## config.mk

```make
export PLATFORM = sky130hd
export DESIGN_NAME = svh_cell
export DESIGN_NICKNAME = d
export VERILOG_FILES = /design/src/hw/rtl/svh_pkg.sv /design/src/hw/rtl/svh_cell.sv
export SDC_FILE = /design/constraint.sdc
export NUM_CORES = 1
export LEC_CHECK = 0
export BUFFER_PORTS_ARGS = -buffer_cell sky130_fd_sc_hd__buf_2
export CORE_MARGIN = 2
export CORE_UTILIZATION = 50
export DETAILED_ROUTE_END_ITERATION = 7
export HOLD_SLACK_MARGIN = 0.08
export PLACE_DENSITY_LB_ADDON = 0.3
export SYNTH_ARGS = -nofsm -noshare
export SYNTH_HDL_FRONTEND = slang
export SYNTH_SLANG_ARGS = --single-unit
```

## constraint.sdc

```tcl
create_clock -name clk -period 7.95 [get_ports clk]
set_input_delay 1.59 -clock clk [delete_from_list [all_inputs] [get_ports clk]]
set_output_delay 1.59 -clock clk [all_outputs]
set_load 0.02 [all_outputs]
```

## src/hw/rtl/svh_pkg.sv

```systemverilog
// Shared types, constants and helpers for the sorted value histogram.
`timescale 1ns / 1ps
`default_nettype none

package svh_pkg;

  // Field widths
  localparam int VALUE_BITS    = 16;
  localparam int COUNT_BITS    = 32;
  localparam int SHARE_BITS    = 14;
  localparam int BAR_BITS      = 8;
  localparam int REQ_BITS      = 2;

  // Table depth default
  localparam int TABLE_ENTRIES_DEF = 64;

  // Arithmetic constants
  localparam int FULL_SHARE = 10000;
  localparam logic [BAR_BITS-1:0] BAR_RESET = 8'd32;

  // Configuration port
  localparam int CFG_ADDR_BITS = 3;
  localparam int CFG_DATA_BITS = 32;
  localparam logic [0:0] REG_BAR_WIDTH = 1'b0;

  // Request codes
  typedef enum logic [REQ_BITS-1:0] {
    REQ_ADD   = 2'd0,
    REQ_DUMP  = 2'd1,
    REQ_CLEAR = 2'd2
  } req_type_t;

  // Chain operation broadcast to every cell
  typedef enum logic [1:0] {
    CH_HOLD,
    CH_ADD,
    CH_ROTATE,
    CH_CLEAR
  } chain_op_t;

  typedef struct packed {
    chain_op_t             op;
    logic [VALUE_BITS-1:0] sample;
    logic                  hit_any;
  } chain_ctrl_t;

  // Contents of one cell
  typedef struct packed {
    logic                  valid;
    logic [VALUE_BITS-1:0] key;
    logic [COUNT_BITS-1:0] count;
  } cell_t;

  // Divider request
  typedef struct packed {
    logic                  start;
    logic [COUNT_BITS-1:0] count;
    logic [COUNT_BITS-1:0] total;
    logic [BAR_BITS-1:0]   bar_width;
  } div_req_t;

  // Dump sequencer states
  typedef enum logic [2:0] {
    ST_IDLE,
    ST_LOAD,
    ST_DIV,
    ST_EMIT,
    ST_SPIN
  } dump_state_t;

  // Saturating increment of a count
  function automatic logic [COUNT_BITS-1:0] sat_inc(input logic [COUNT_BITS-1:0] v);
    return (&v) ? v : v + COUNT_BITS'(1);
  endfunction

endpackage

`default_nettype wire

```

## src/hw/rtl/svh_cell.sv

```systemverilog
// One table cell: holds a key and its count, matches, inserts and shifts.
`timescale 1ns / 1ps
`default_nettype none

module svh_cell import svh_pkg::*; (
  input  logic        clk,
  input  logic        rst_n,
  input  chain_ctrl_t ctrl,
  input  cell_t       left_q,
  input  logic        left_ge,
  input  cell_t       right_q,
  output cell_t       cell_q,
  output logic        eq,
  output logic        ge
);

  logic                  valid_r, valid_nxt;
  logic [VALUE_BITS-1:0] key_r, key_nxt;
  logic [COUNT_BITS-1:0] count_r, count_nxt;

  assign cell_q = '{valid: valid_r, key: key_r, count: count_r};

  // Compare against the broadcast sample
  assign eq = valid_r && (key_r == ctrl.sample);
  assign ge = !valid_r || (key_r > ctrl.sample);

  // Pick the next contents
  always_comb begin
    valid_nxt = valid_r;
    key_nxt   = key_r;
    count_nxt = count_r;
    unique case (ctrl.op)
      CH_ADD: begin
        if (ctrl.hit_any) begin
          if (eq) begin
            count_nxt = sat_inc(count_r);
          end
        end else if (ge) begin
          if (left_ge) begin
            // make room: take the left neighbor
            valid_nxt = left_q.valid;
            key_nxt   = left_q.key;
            count_nxt = left_q.count;
          end else begin
            // first cell above the sample: insert here
            valid_nxt = 1'b1;
            key_nxt   = ctrl.sample;
            count_nxt = COUNT_BITS'(1);
          end
        end
      end
      CH_ROTATE: begin
        valid_nxt = right_q.valid;
        key_nxt   = right_q.key;
        count_nxt = right_q.count;
      end
      CH_CLEAR: begin
        valid_nxt = 1'b0;
      end
      default: begin
      end
    endcase
  end

  // Occupied flag
  always_ff @(posedge clk) begin
    if (!rst_n) begin
      valid_r <= 1'b0;
    end else begin
      valid_r <= valid_nxt;
    end
  end

  // Key and count
  always_ff @(posedge clk) begin
    key_r   <= key_nxt;
    count_r <= count_nxt;
  end

endmodule

`default_nettype wire

```

### Word-level counts from Yosys, hierarchy flattened

Cells that the tools add are included.

| cells by class | value |
|---|---|
| order comparisons | 1 |
| $add $sub $neg | 1 |
| equality and inequality tests | 9 |
| multiplexer cells | 14 |
| reduce and logical (&&, ||, !) cells | 9 |

Operators by type and width:

| cell | number |
|---|---|
| $mux W32 | 5 |
| $pmux W32 S2 | 1 |
| $mux W16 | 3 |
| $add A32 B1 Y32 const B | 1 |
| $pmux W16 S2 | 1 |
| $reduce_and A32 Y1 | 1 |
| $eq A16 B16 Y1 | 1 |
| $gt A16 B16 Y1 | 1 |
| $ne A3 B3 Y1 const B | 3 |
| $reduce_and A3 Y1 | 2 |
| $eq A2 B2 Y1 const B | 2 |
| $ne A2 B2 Y1 const B | 2 |
| $reduce_and A4 Y1 | 1 |
| $mux W1 | 3 |
| $pmux W1 S3 | 1 |
| $reduce_bool A3 Y1 | 1 |
| $eq A2 B1 Y1 const B | 1 |
| $reduce_bool A2 Y1 | 1 |
| $logic_and A1 B1 Y1 | 1 |
| $logic_not A1 Y1 | 1 |
| $logic_or A1 B1 Y1 | 1 |

| storage, ports and cells | value |
|---|---|
| flip-flop bits (word level) | 49 |
| logic and storage cells | 37 |
| output and inout port bits | 51 |
| input bits | 120 |

### Longest topological paths before layout

| depth | value |
|---|---|
| word-level depth | 5 |
| depth in mapped cells | 8 |
| depth with buffers taken out | 8 |

### Worst setup path after synthesis

Ideal clock, no wire load.

| timing path | value |
|---|---|
| path type | input to register |
| start | in ctrl[16] (netlist bit) |
| end | reg count_r[0] (enable) |
| data arrival time | 4712 ps |
| path buffers | 0 |
| setup slack | 2802 ps |
| required time | 7514 ps |
| setup time | 436 ps |
| cell stages on the path | 7 |
| path through | inv_1 > ha_1 > nand4_1 > or4_4 > nor3_4 > nand3_1 > a22oi_1 |

| on the way | value |
|---|---|
| cells in the longest elaborated chain, start to end | 4 |

Ends and longest elaborated chain:

| item | line | RTL |
|---|---|---|
| from (decl) | svh_cell.sv:8 | `input chain_ctrl_t ctrl,` |
| $eq A16 B16 Y1 | svh_cell.sv:24 | `assign eq = valid_r && (key_r == ctrl.sample);` |
| $logic_and A1 B1 Y1 | svh_cell.sv:24 |  |
| net eq | svh_cell.sv:13 | `output logic eq,` |
| $ne A3 B3 Y1 (no source line) | -- |  |
| $reduce_and A4 Y1 (no source line) | -- |  |
| to (signal assigned) | svh_cell.sv:77 | `count_r <= count_nxt;` |
| to (decl) | svh_cell.sv:19 | `logic [COUNT_BITS-1:0] count_r, count_nxt;` |

The timed path passes the listed nets, and every way through them passes these cells.
A chain may end at the register's enable or synchronous reset.

### Final worst setup path

| timing path | value |
|---|---|
| start | in ctrl[16] (netlist bit) |
| end | out ge |

| on the way | value |
|---|---|
| cells in the longest elaborated chain, start to end | 2 |

Ends and longest elaborated chain:

| item | line | RTL |
|---|---|---|
| $gt A16 B16 Y1 | svh_cell.sv:25 | `assign ge = !valid_r \|\| (key_r > ctrl.sample);` |
| $logic_or A1 B1 Y1 | svh_cell.sv:25 |  |
| to (decl) | svh_cell.sv:14 | `output logic ge` |

Every way passes these cells.

==> results_dict.tcl <==
set metrics [dict create \
    num_rows 30 \
    instances_no_fill 626 \
    clock.fmax_mhz 197.5 \
    setup_viol_count_final 0 \
    post_cts_resized 0 \
    synth_most_common_cell "edfxtp_1" \
    max_slew_margin_pct 29.50 \
    crit_fanout 5 \
    path_buf_inv 3 \
    path_class "input port to output port" \
    p_sw_mw 0.2052 \
    worst_path_max_delay_cell "or4_4" \
    grt_max_degree 42 \
    rsz0062_at_grt "no" \
    core_area_um2 6794 \
    cts_tree "yes" \
    ios 171 \
    combPwrFrac_pct 24.1 \
    synth_top_area_share_pct 40.92 \
    cp_common_cell "buf_2" \
    numCtsBuffers 5 \
    min_period_over_period_pct 63.69 \
    synth_common_cells "edfxtp_1 (48), nor2_1 (38), o21ai_1 (35), nand2_1 (34)" \
    viasPerCell 5.495 \
    critPathMaxStageDelay_ns 0.61 \
    routed_wl_um 9692 \
    critPathLaunch "ctrl[16]" \
    synth_nets 506 \
    globalRouteOverflowTotal 0 \
    period_needed_ns 5.064 \
    place_inst 618 \
    yosysTopAreaCell "edfxtp_1" \
    hold_start "count_r[23]" \
    drc 0 \
    maxCapViolations 0 \
    syn2layout_area_growth_pct 29.52 \
    wl_per_cell_um 15.48 \
    swShare_pct 28.72 \
    initial_utilization_pct 51.84 \
    gp_congestion 0.8330 \
    drive_gt1_share_pct 37.36 \
    syn_avg_cell_area_um2 9.545 \
    grt_pass1_vias 3452 \
    async_reset_ff_share_pct 0 \
    n_antenna_cell 0 \
    finalNetCount 666 \
    synth_cell_types 48 \
    r2r_start "key_r[15]" \
    seq_area_frac_synth_pct 41.49 \
    clockPowerShare_pct 29.7 \
    final_util_pct 67.15 \
    min_path_type "flip-flop to flip-flop" \
    cts.sinks 49 \
    hold_viol 0 \
    grt_util_all_layers_pct 25.05 \
    synthFlopType "edfxtp_1" \
    ys_ff_latch 49 \
    end_kind "output port" \
    synth_edf_count 48 \
    io_buffers 170 \
    finClkSkew_ns 0.007053 \
    worstSkewPairLatency_ns 0.30 \
    power.internal_mw 0.5093 \
    clk_path_buf_depth 2 \
    n_fill_cell 560 \
    htreeDepth 2 \
    critPathTopFamily "simple AND/OR/NAND/NOR gates" \
    final-seq-area_um2 1461 \
    p_total_mw 0.7146 \
    fin_area_um2 4562 \
    start_kind "input port" \
    ant_nets 0 \
    synth_area_leaders "edfxtp_1 (41%), ha_1 (6.0%), o21ai_1 (5.0%)" \
    dp_hpwl_um 7441 \
    path_clk_slew_ns 0.10 \
    drt_iter0_drc 139 \
    antenna_found_initial 0 \
    finalSetupTns_ns 0 \
    crit_chain "buf_2, inv_1, ha_1, nand4_1, or4_4, a21o_1, o211ai_2, o31a_1, buf_2" \
    die-height_um 87.93 \
    place_area_um2 4428 \
    yosysWarningCount 0 \
    p_seq_share_pct 46.2 \
    clockRootBuffer "clkbuf_8" \
    cts-hold-fix-buffers 0 \
    tightest_slew_ns 1.054 \
    dr.pass1.iters 5 \
    syn-cell-area_um2 3522 \
    die_w_um 87.93 \
    grt_pass1_wl_um 15260 \
    drv_slew 0 \
    leakagePower_nw 2.059 \
    syn_inst 369 \
    status "complete, no violations" \
    peakVddDrop_v 0.00009189 \
    vias 3440 \
    cp_data_required_time_ns 6.36 \
    multiInputGateArea_um2 1894 \
    p_per_area_nw_per_um2 156.6 \
    cts_setup_buffers 0 \
    worst-endpoint-arrival_ns 3.47 \
    die_area_um2 7732 \
]
## state kept, by name, indices dropped and copies added, names as in the netlist
| signal | count |
|---|---|
| key_r | 16 |
| valid_r | 1 |
| count_r | 32 |
## power by group through the flow
stage | logic [mW] | registers (mW) | clock network [mW]
floorplan | 0.0839 | 0.355 | 0
global placement | 0.168 | 0.334 | 0
detailed placement | 0.173 | 0.335 | 0
CTS | 0.173 | 0.329 | 0.215
global route | 0.191 | 0.332 | 0.224
finish | 0.173 | 0.330 | 0.212
## layout by cell type (no fill, tap or decap), drive strengths merged, types with 4 or more instances in the layout
cell / Yosys / final
clkbuf: 15 / 5
buf: 6 / 174
nor2: 39 / 39
a221oi: 15 / 15
a21oi: 12 / 12
and3: 7 / 7
ha: 17 / 17
nand4: 8 / 8
a22oi: 16 / 16
o21ai: 36 / 36
xnor2: 14 / 14
nand3: 20 / 20
and4: 4 / 4
xor2: 16 / 16
inv: 19 / 19
nand2: 37 / 37
mux2i: 16 / 16
edfxtp: 48 / 48
## final cells by class
class	instances	share of cell area, %
flip-flops and latches	49	32.04
clock buffers	5	1.509
well taps	96	2.633
inverters	19	1.563
clock inverters	3	1.426
repair buffers	174	19.31
multi-input cells	280	41.52
## worst min-delay path: cells and delay by family, from the launching register on
kind	cells	cell delay (ns)
xor+xnor	1	0.08
flops	1	0.40
compound gates	1	0.10
## worst paths after layout
| path | cells after the start | slack [ns] | to |
|---|---|---|---|
| min reg2reg | 2 | 0.69 | count_r[23] |
| max reg2reg | 8 | 5.01 | count_r[12] |
| min | 2 | 0.69 | count_r[23] |
| max | 9 | 2.89 | ge |
## metal layers
metal	wire length (um)	up-vias	track usage [%]	share of wire, %
met5	0	-	0	0
li1	-	1676	-	-
met2	4950	158	45.11	51
met4	180	0	9.790	1.9
met3	715	16	4.995	7.4
met1	3845	1590	29.19	40
## metrics by stage
step           hold slack, ns  worst slack (ns)
2_1_floorplan          0.6385             2.802
5_1_grt                0.7199             2.815
6_report               0.6920             2.886
4_1_cts                0.6923             2.895
3_3_place_gp           0.6550             2.927
3_5_place_dp           0.6694             2.907
## cells by family after synthesis
kind of cell | after synthesis | share of synthesized area (%)
and+or+nand+nor | 132 | 19.89
buffers and inverters | 40 | 5.080
DFF | 49 | 41.49
AOI/OAI and AO/OA | 85 | 15.49
xor gates and xnor gates | 30 | 7.460
adders and majority gates | 17 | 6.039
muxes | 16 | 4.547
Note: power is estimated with default switching activity, not from simulation.
