$ cat config.mk
export PLATFORM = sky130hd
export DESIGN_NAME = svh_div
export DESIGN_NICKNAME = d
export VERILOG_FILES = /design/src/hw/rtl/svh_pkg.sv /design/src/hw/rtl/svh_div.sv
export SDC_FILE = /design/constraint.sdc
export NUM_CORES = 1
export LEC_CHECK = 0
export BUFFER_PORTS_ARGS = -buffer_cell sky130_fd_sc_hd__clkbuf_2
export CAP_MARGIN = 20
export CORE_MARGIN = 10
export CORE_UTILIZATION = 55
export DETAILED_ROUTE_END_ITERATION = 8
export PLACE_DENSITY = 0.75
export SLEW_MARGIN = 5
export SYNTH_ARGS = -nofsm -noshare
export SYNTH_HDL_FRONTEND = slang
export SYNTH_SLANG_ARGS = --single-unit
$ cat constraint.sdc
create_clock -name clk -period 7 [get_ports clk]
set_clock_uncertainty 0.15 [all_clocks]
set_input_delay 0.7 -clock clk [delete_from_list [all_inputs] [get_ports clk]]
set_output_delay 0.7 -clock clk [all_outputs]
set_load 0.1 [all_outputs]
$ cat src/hw/rtl/svh_pkg.sv
// Shared types, constants and helpers for the sorted value histogram.
`timescale 1ns / 1ps
`default_nettype none

package svh_pkg;

  // Field widths
  localparam int VALUE_BITS    = 16;
  localparam int COUNT_BITS    = 32;
  localparam int SHARE_BITS    = 14;
  localparam int BAR_BITS      = 8;
  localparam int REQ_BITS      = 2;

  // Table depth default
  localparam int TABLE_ENTRIES_DEF = 64;

  // Arithmetic constants
  localparam int FULL_SHARE = 10000;
  localparam logic [BAR_BITS-1:0] BAR_RESET = 8'd32;

  // Configuration port
  localparam int CFG_ADDR_BITS = 3;
  localparam int CFG_DATA_BITS = 32;
  localparam logic [0:0] REG_BAR_WIDTH = 1'b0;

  // Request codes
  typedef enum logic [REQ_BITS-1:0] {
    REQ_ADD   = 2'd0,
    REQ_DUMP  = 2'd1,
    REQ_CLEAR = 2'd2
  } req_type_t;

  // Chain operation broadcast to every cell
  typedef enum logic [1:0] {
    CH_HOLD,
    CH_ADD,
    CH_ROTATE,
    CH_CLEAR
  } chain_op_t;

  typedef struct packed {
    chain_op_t             op;
    logic [VALUE_BITS-1:0] sample;
    logic                  hit_any;
  } chain_ctrl_t;

  // Contents of one cell
  typedef struct packed {
    logic                  valid;
    logic [VALUE_BITS-1:0] key;
    logic [COUNT_BITS-1:0] count;
  } cell_t;

  // Divider request
  typedef struct packed {
    logic                  start;
    logic [COUNT_BITS-1:0] count;
    logic [COUNT_BITS-1:0] total;
    logic [BAR_BITS-1:0]   bar_width;
  } div_req_t;

  // Dump sequencer states
  typedef enum logic [2:0] {
    ST_IDLE,
    ST_LOAD,
    ST_DIV,
    ST_EMIT,
    ST_SPIN
  } dump_state_t;

  // Saturating increment of a count
  function automatic logic [COUNT_BITS-1:0] sat_inc(input logic [COUNT_BITS-1:0] v);
    return (&v) ? v : v + COUNT_BITS'(1);
  endfunction

endpackage

`default_nettype wire

$ cat src/hw/rtl/svh_div.sv
// Serial divider for share and bar length, one quotient bit per cycle.
`timescale 1ns / 1ps
`default_nettype none

module svh_div import svh_pkg::*; (
  input  logic                  clk,
  input  logic                  rst_n,
  input  div_req_t              req,
  output logic                  done,
  output logic [SHARE_BITS-1:0] share,
  output logic [BAR_BITS-1:0]   bar
);

  localparam int PROD_S_BITS = COUNT_BITS + SHARE_BITS;
  localparam int PROD_B_BITS = COUNT_BITS + BAR_BITS;
  localparam int STEP_BITS   = $clog2(SHARE_BITS + 1);
  localparam logic [STEP_BITS-1:0] BAR_FLOOR = STEP_BITS'(SHARE_BITS - BAR_BITS);

  logic [PROD_S_BITS-1:0] prod_s_r;
  logic [PROD_B_BITS-1:0] prod_b_r;
  logic [COUNT_BITS-1:0]  den_r;
  logic                   den_zero_r;
  logic                   load_r;
  logic [STEP_BITS-1:0]   steps_r;
  logic                   done_r;
  logic [COUNT_BITS-1:0]  rem_s_r, rem_b_r;
  logic [SHARE_BITS-1:0]  lo_s_r, q_s_r;
  logic [BAR_BITS-1:0]    lo_b_r, q_b_r;

  logic [COUNT_BITS:0] trial_s, trial_b, diff_s, diff_b;
  logic                fit_s, fit_b;

  // Trial subtract for both quotients
  assign trial_s = {rem_s_r, lo_s_r[SHARE_BITS-1]};
  assign trial_b = {rem_b_r, lo_b_r[BAR_BITS-1]};
  assign fit_s   = trial_s >= {1'b0, den_r};
  assign fit_b   = trial_b >= {1'b0, den_r};
  assign diff_s  = trial_s - {1'b0, den_r};
  assign diff_b  = trial_b - {1'b0, den_r};

  // Sequence control
  always_ff @(posedge clk) begin
    if (!rst_n) begin
      load_r  <= 1'b0;
      steps_r <= '0;
      done_r  <= 1'b0;
    end else begin
      load_r <= req.start;
      done_r <= (steps_r == STEP_BITS'(1));
      if (load_r) begin
        steps_r <= STEP_BITS'(SHARE_BITS);
      end else if (steps_r != '0) begin
        steps_r <= steps_r - STEP_BITS'(1);
      end
    end
  end

  // Products, then shift-subtract iterations
  always_ff @(posedge clk) begin
    if (req.start) begin
      prod_s_r   <= PROD_S_BITS'(req.count) * PROD_S_BITS'(FULL_SHARE);
      prod_b_r   <= PROD_B_BITS'(req.count) * PROD_B_BITS'(req.bar_width);
      den_r      <= req.total;
      den_zero_r <= (req.total == '0);
    end
    if (load_r) begin
      rem_s_r <= prod_s_r[PROD_S_BITS-1:SHARE_BITS];
      lo_s_r  <= prod_s_r[SHARE_BITS-1:0];
      q_s_r   <= '0;
      rem_b_r <= prod_b_r[PROD_B_BITS-1:BAR_BITS];
      lo_b_r  <= prod_b_r[BAR_BITS-1:0];
      q_b_r   <= '0;
    end else if (steps_r != '0) begin
      rem_s_r <= fit_s ? diff_s[COUNT_BITS-1:0] : trial_s[COUNT_BITS-1:0];
      lo_s_r  <= {lo_s_r[SHARE_BITS-2:0], 1'b0};
      q_s_r   <= {q_s_r[SHARE_BITS-2:0], fit_s};
      if (steps_r > BAR_FLOOR) begin
        rem_b_r <= fit_b ? diff_b[COUNT_BITS-1:0] : trial_b[COUNT_BITS-1:0];
        lo_b_r  <= {lo_b_r[BAR_BITS-2:0], 1'b0};
        q_b_r   <= {q_b_r[BAR_BITS-2:0], fit_b};
      end
    end
  end

  // Force zero on an empty total
  assign done  = done_r;
  assign share = den_zero_r ? '0 : q_s_r;
  assign bar   = den_zero_r ? '0 : q_b_r;

endmodule

`default_nettype wire

Word level (Yosys, flattened, before mapping)
Index checks and enable logic that the tools add are counted.
{"block": "word_totals", "ff_bits": 228, "input_bits": 75, "out_inout_bits": 23}
{"block": "op_classes", "n_addsub": 3, "multipliers": 2, "magnitude_cmp": 3, "n_eq_ne": 1, "muxes": 16, "bitwise_logic": 1, "n_reduce_logical": 7}
{"operator": "32-bit 2-to-1 mux", "count": 7}
{"operator": "33-bit by 32-bit greater-or-equal comparator with 1-bit output", "count": 2}
{"operator": "32-bit subtractor", "count": 2}
{"operator": "32-bit by 10-bit multiplier with 42-bit output (second input constant)", "count": 1}
{"operator": "14-bit 2-to-1 mux", "count": 3}
{"operator": "32-bit by 8-bit multiplier with 40-bit output", "count": 1}
{"operator": "32-bit logical NOT", "count": 1}
{"operator": "8-bit 2-to-1 mux", "count": 4}
{"operator": "4-bit 2-to-1 mux", "count": 2}
{"operator": "4-bit by 1-bit equality test with 1-bit output (second input constant)", "count": 1}
{"operator": "4-bit by 3-bit greater-than comparator with 1-bit output (second input constant)", "count": 1}
{"operator": "2-bit AND reduction", "count": 2}
{"operator": "2-bit nonzero test", "count": 2}
{"operator": "4-bit nonzero test", "count": 1}
{"operator": "4-bit by 1-bit subtractor with 4-bit output (second input constant)", "count": 1}
{"operator": "2-bit OR reduction", "count": 1}
{"operator": "1-bit inverter", "count": 1}

Longest topological paths before layout
{"block": "logic_depth", "word_depth": 5, "mapped_depth": 22}

Least setup slack after synthesis
No wires, ideal clock.
{"block": "synth_timing", "path_type": "input-to-reg", "start": "input port req[57] in the netlist's numbering", "end": "register prod_s_r[45] (data pin)", "arrival_time_ps": 5469, "t_required_ps": 6592, "path_slack_ps": 1123, "stages": 21, "path_buffers": 2, "path_cell_list": "clkbuf_1 -> inv_1 -> fa_1 -> inv_1 -> ha_1 -> fa_1 -> ha_1 -> inv_1 -> fa_1 -> inv_1 -> ha_1 -> clkbuf_1 -> a211o_1 -> a21oi_1 -> a21oi_1 -> a2111o_1 -> a41oi_2 -> a21oi_2 -> a311o_1 -> a31oi_1 -> xnor2_1"}
{"block": "synth_via", "elab_chain_cells": 1}
{"item": "from (decl)", "line": "svh_div.sv:8", "text": "input div_req_t req,"}
{"item": "32-bit by 10-bit multiplier with 42-bit output", "line": "svh_div.sv:61", "text": "prod_s_r <= PROD_S_BITS'(req.count) * PROD_S_BITS'(FULL_SHARE);"}
{"item": "to (signal assigned)", "line": "svh_div.sv:61"}
{"item": "to (decl)", "line": "svh_div.sv:19", "text": "logic [PROD_S_BITS-1:0] prod_s_r;"}
Every way passes these cells.
A chain may end at the register's enable or synchronous reset.

Final worst setup path
{"block": "layout_timing", "start": "input port req[7] in the netlist's numbering", "end": "register prod_b_r[31] (data pin)"}
{"block": "layout_via", "elab_chain_cells": 1}
{"item": "32-bit by 8-bit multiplier with 40-bit output", "line": "svh_div.sv:62", "text": "prod_b_r <= PROD_B_BITS'(req.count) * PROD_B_BITS'(req.bar_width);"}
{"item": "to (signal assigned)", "line": "svh_div.sv:62"}
{"item": "to (decl)", "line": "svh_div.sv:20", "text": "logic [PROD_B_BITS-1:0] prod_b_r;"}
Every way passes these cells.

==> out/results.ini <==
[place]
place_area_mm2=0.02680
routabilityCongestion=0.9668
portBuffers=97
post-dp-hpwl_mm=49.28
post-place-ws_ns=0.6472
dpl.cell_count=3377

[worst_setup_path]
path_class=input port to flop
crit_required_ns=7.11
reg2reg_from=den_r[1]
arrival_ns=5.99
worst_r2r_endpoint=rem_s_r[1]
start_kind=input port
reg2reg_depth=12
rrSetupSlack_ns=2.90
crit_chain=clkbuf_2 -> nand2_1 -> fa_1 -> fa_1 -> inv_1 -> fa_1 -> inv_1 -> fa_1 -> inv_1 -> ha_1 -> a21o_1 -> nand2_1 -> nand3_1 -> nor4b_1 -> buf_4 -> o21ai_0 -> a21boi_0 -> o41ai_1 -> xnor2_1
slowest_stage=fa_1
max_stage_delay_ns=0.55
end_kind=flop
cp_max_fo=32
cpMostUsedCell=fa_1

[finish]
postLayoutCellArea_mm2=0.02761
regArea_mm2=0.006480
nets=3380
multiInputGateArea_mm2=0.01705
area.growth.synth_to_final_pct=6.939
final_util_pct=59.44
drive_gt1_share_pct=7.351
stdcell_count=3425
fill_cells=3989

[timing]
final-hold-violation-count=0
rsz0062_at_grt=no
finalSetupViolations=0
slew_headroom_pct=31.57
fmax_mhz=170.3
fin_crit_ns=5.872
setup_tns_ns=0
tightest_slew_ns=1.026
timing.final.ws_setup_ns=1.128
finalCritPeriodShare_pct=83.88
drv_slew=0
hold_slack_ns=0.1960

[clocking]
clk_pin_slew_ns=0.06
cts_buffers=24
htreeDepth=1
cts_root_buf=clkbuf_16
clockBufferDepth=3
cts_tree=done
cts_num_sinks=225
clk-insertion-delay-late_ns=0.54
cts_resized=0
cts_hold_buf=0
cts_setup_buffers=0

[drt]
drc=0
vias_per_cell=5.697
first_pass_iters=5
drt_iter0_drc=1259
postRouteAntennaNets=0
vias=19510
wl_mm=61.99
wire_per_inst_um=18.10

[synthesis]
synthAdderAreaFrac_pct=32.27
yosys.area_share.simple_pct=14.94
ys_ff_latch=225
netlist_area_mm2=0.02582
seq_area_frac_synth_pct=25.08
async_flop_share_pct=0
syn-num-nets=3348
synth-compound-area-share_pct=12.91
synth_top_family_by_area=adder cells
ys_warn_count=0
synth.distinct_cells=71
synth-main-ff-cell=edfxtp_1
yosys.area_share.xor_xnor_pct=3.833
synth-edff-count=197
netlist_instances=2766
synthMuxAreaShare_pct=2.021
avgSynthCellArea_um2=9.335

[floorplan]
rows=79
ioPinCount=98
start_util_pct=55.58
die_h_um=236.7
die_w_um=236.7
core-area_mm2=0.04646
fp.dieArea_mm2=0.05602

[grt]
track_usage_pct=21.95
first_global_vias=20140
grt_max_degree=108
antenna_found_initial=2
gr-total-overflow=0
grt_pass1_wl_mm=102.5

[status]
status=finished, final reports clean

[worst_hold_path]
hold_class=input port to flop
worstHoldStart=req[32]
min_path_cells=1
hold_end=den_r[24]

[flow_run]
max_cap_viol_count=0

[power_and_ir_drop]
vdd_drop_max_uv=290.0
p_per_area_mw_per_mm2=424.6
total_power_mw=11.72
leakage_nw=13.14

cell families after synthesis:
| group | count (synthesis) |
|---|---|
| flops | 225 |
| fa+ha+maj | 507 |
| buf+inv | 612 |
| compound gates | 512 |
| xor+xnor | 113 |
| simple gates | 748 |
| mux | 49 |
sequential cells by signal (all words and copies together) (netlist names):
| signal | count |
|---|---|
| den_r | 32 |
| den_zero_r | 1 |
| done | 1 |
| lo_b_r | 8 |
| lo_s_r | 10 |
| load_r | 1 |
| prod_b_r | 40 |
| prod_s_r | 42 |
| q_b_r | 8 |
| q_s_r | 14 |
| rem_b_r | 32 |
| rem_s_r | 32 |
| steps_r | 4 |
cells in the final DEF, fill, tap and decap left out, drive strengths merged, types with 75 or more instances in the layout:
| cell | instances |
|---|---|
| a21o | 80 |
| a21oi | 149 |
| and2 | 179 |
| clkbuf | 127 |
| edfxtp | 197 |
| fa | 265 |
| ha | 242 |
| inv | 501 |
| nand2 | 256 |
| nor2 | 79 |
| o21ai | 101 |
| xnor2 | 75 |
layer usage:
layer / GRT usage [%] / part of all wire (%)
met5: 0 / 0
met4: 5.597 / 2.0
met3: 2.756 / 5.5
met2: 35.77 / 47
met1: 30.44 / 46
critical path, delay by kind of cell:
| family | cells | cell delay, ns |
|---|---|---|
| and+or+nand+nor | 4 | 0.57 |
| buffers and inverters | 5 | 0.81 |
| AOI/OAI and AO/OA | 4 | 1.20 |
| adders and majority gates | 5 | 2.51 |
| xor gates and xnor gates | 1 | 0.19 |
where the power goes:
part           internal [mW]  switching (mW)
Clock                  0.700           0.533
Sequential              2.32           0.218
Combinational           3.20            4.75
Total                   6.22            5.50
how the worst max path moves through the flow:
| stage | startpoint | slack, ns | endpoint | cells past startpoint |
|---|---|---|---|---|
| floorplan | req[57] | 1.12 | prod_s_r[45] | 21 |
| global placement | req[57] | 0.72 | prod_s_r[45] | 20 |
| detailed placement | req[7] | 0.65 | prod_b_r[39] | 20 |
| CTS | req[7] | 1.20 | prod_b_r[39] | 20 |
| global route | req[7] | 0.72 | prod_b_r[39] | 20 |
| finish | req[7] | 1.13 | prod_b_r[31] | 19 |
synthesized netlist by cell type (28+ instances only):
cell | number | area share [%]
a21o_1 | 78 | 2.3
a21oi_1 | 148 | 2.9
and2_1 | 179 | 4.3
clkbuf_1 | 103 | 1.5
dfxtp_1 | 28 | 2.2
edfxtp_1 | 197 | 23
fa_1 | 265 | 21
ha_1 | 242 | 12
inv_1 | 499 | 7.3
nand2_1 | 256 | 3.7
nand3_1 | 28 | 0.54
nand4_1 | 32 | 0.78
nor2_1 | 79 | 1.1
nor2b_1 | 38 | 0.92
nor3_1 | 28 | 0.54
o21ai_0 | 100 | 1.9
xnor2_1 | 75 | 2.5
xor2_1 | 38 | 1.3
layout make-up:
| cell class | instances | share of cell area, % |
|---|---|---|
| Timing Repair Buffer | 119 | 2.456 |
| Sequential cell | 225 | 23.47 |
| Inverter | 499 | 6.783 |
| Clock buffer | 31 | 2.501 |
| Tap cell | 607 | 2.750 |
| Antenna cell | 2 | 0.01812 |
| Clock inverter | 13 | 0.2673 |
| Multi-Input combinational cell | 1929 | 61.76 |
(Power assumes the default switching activity.)
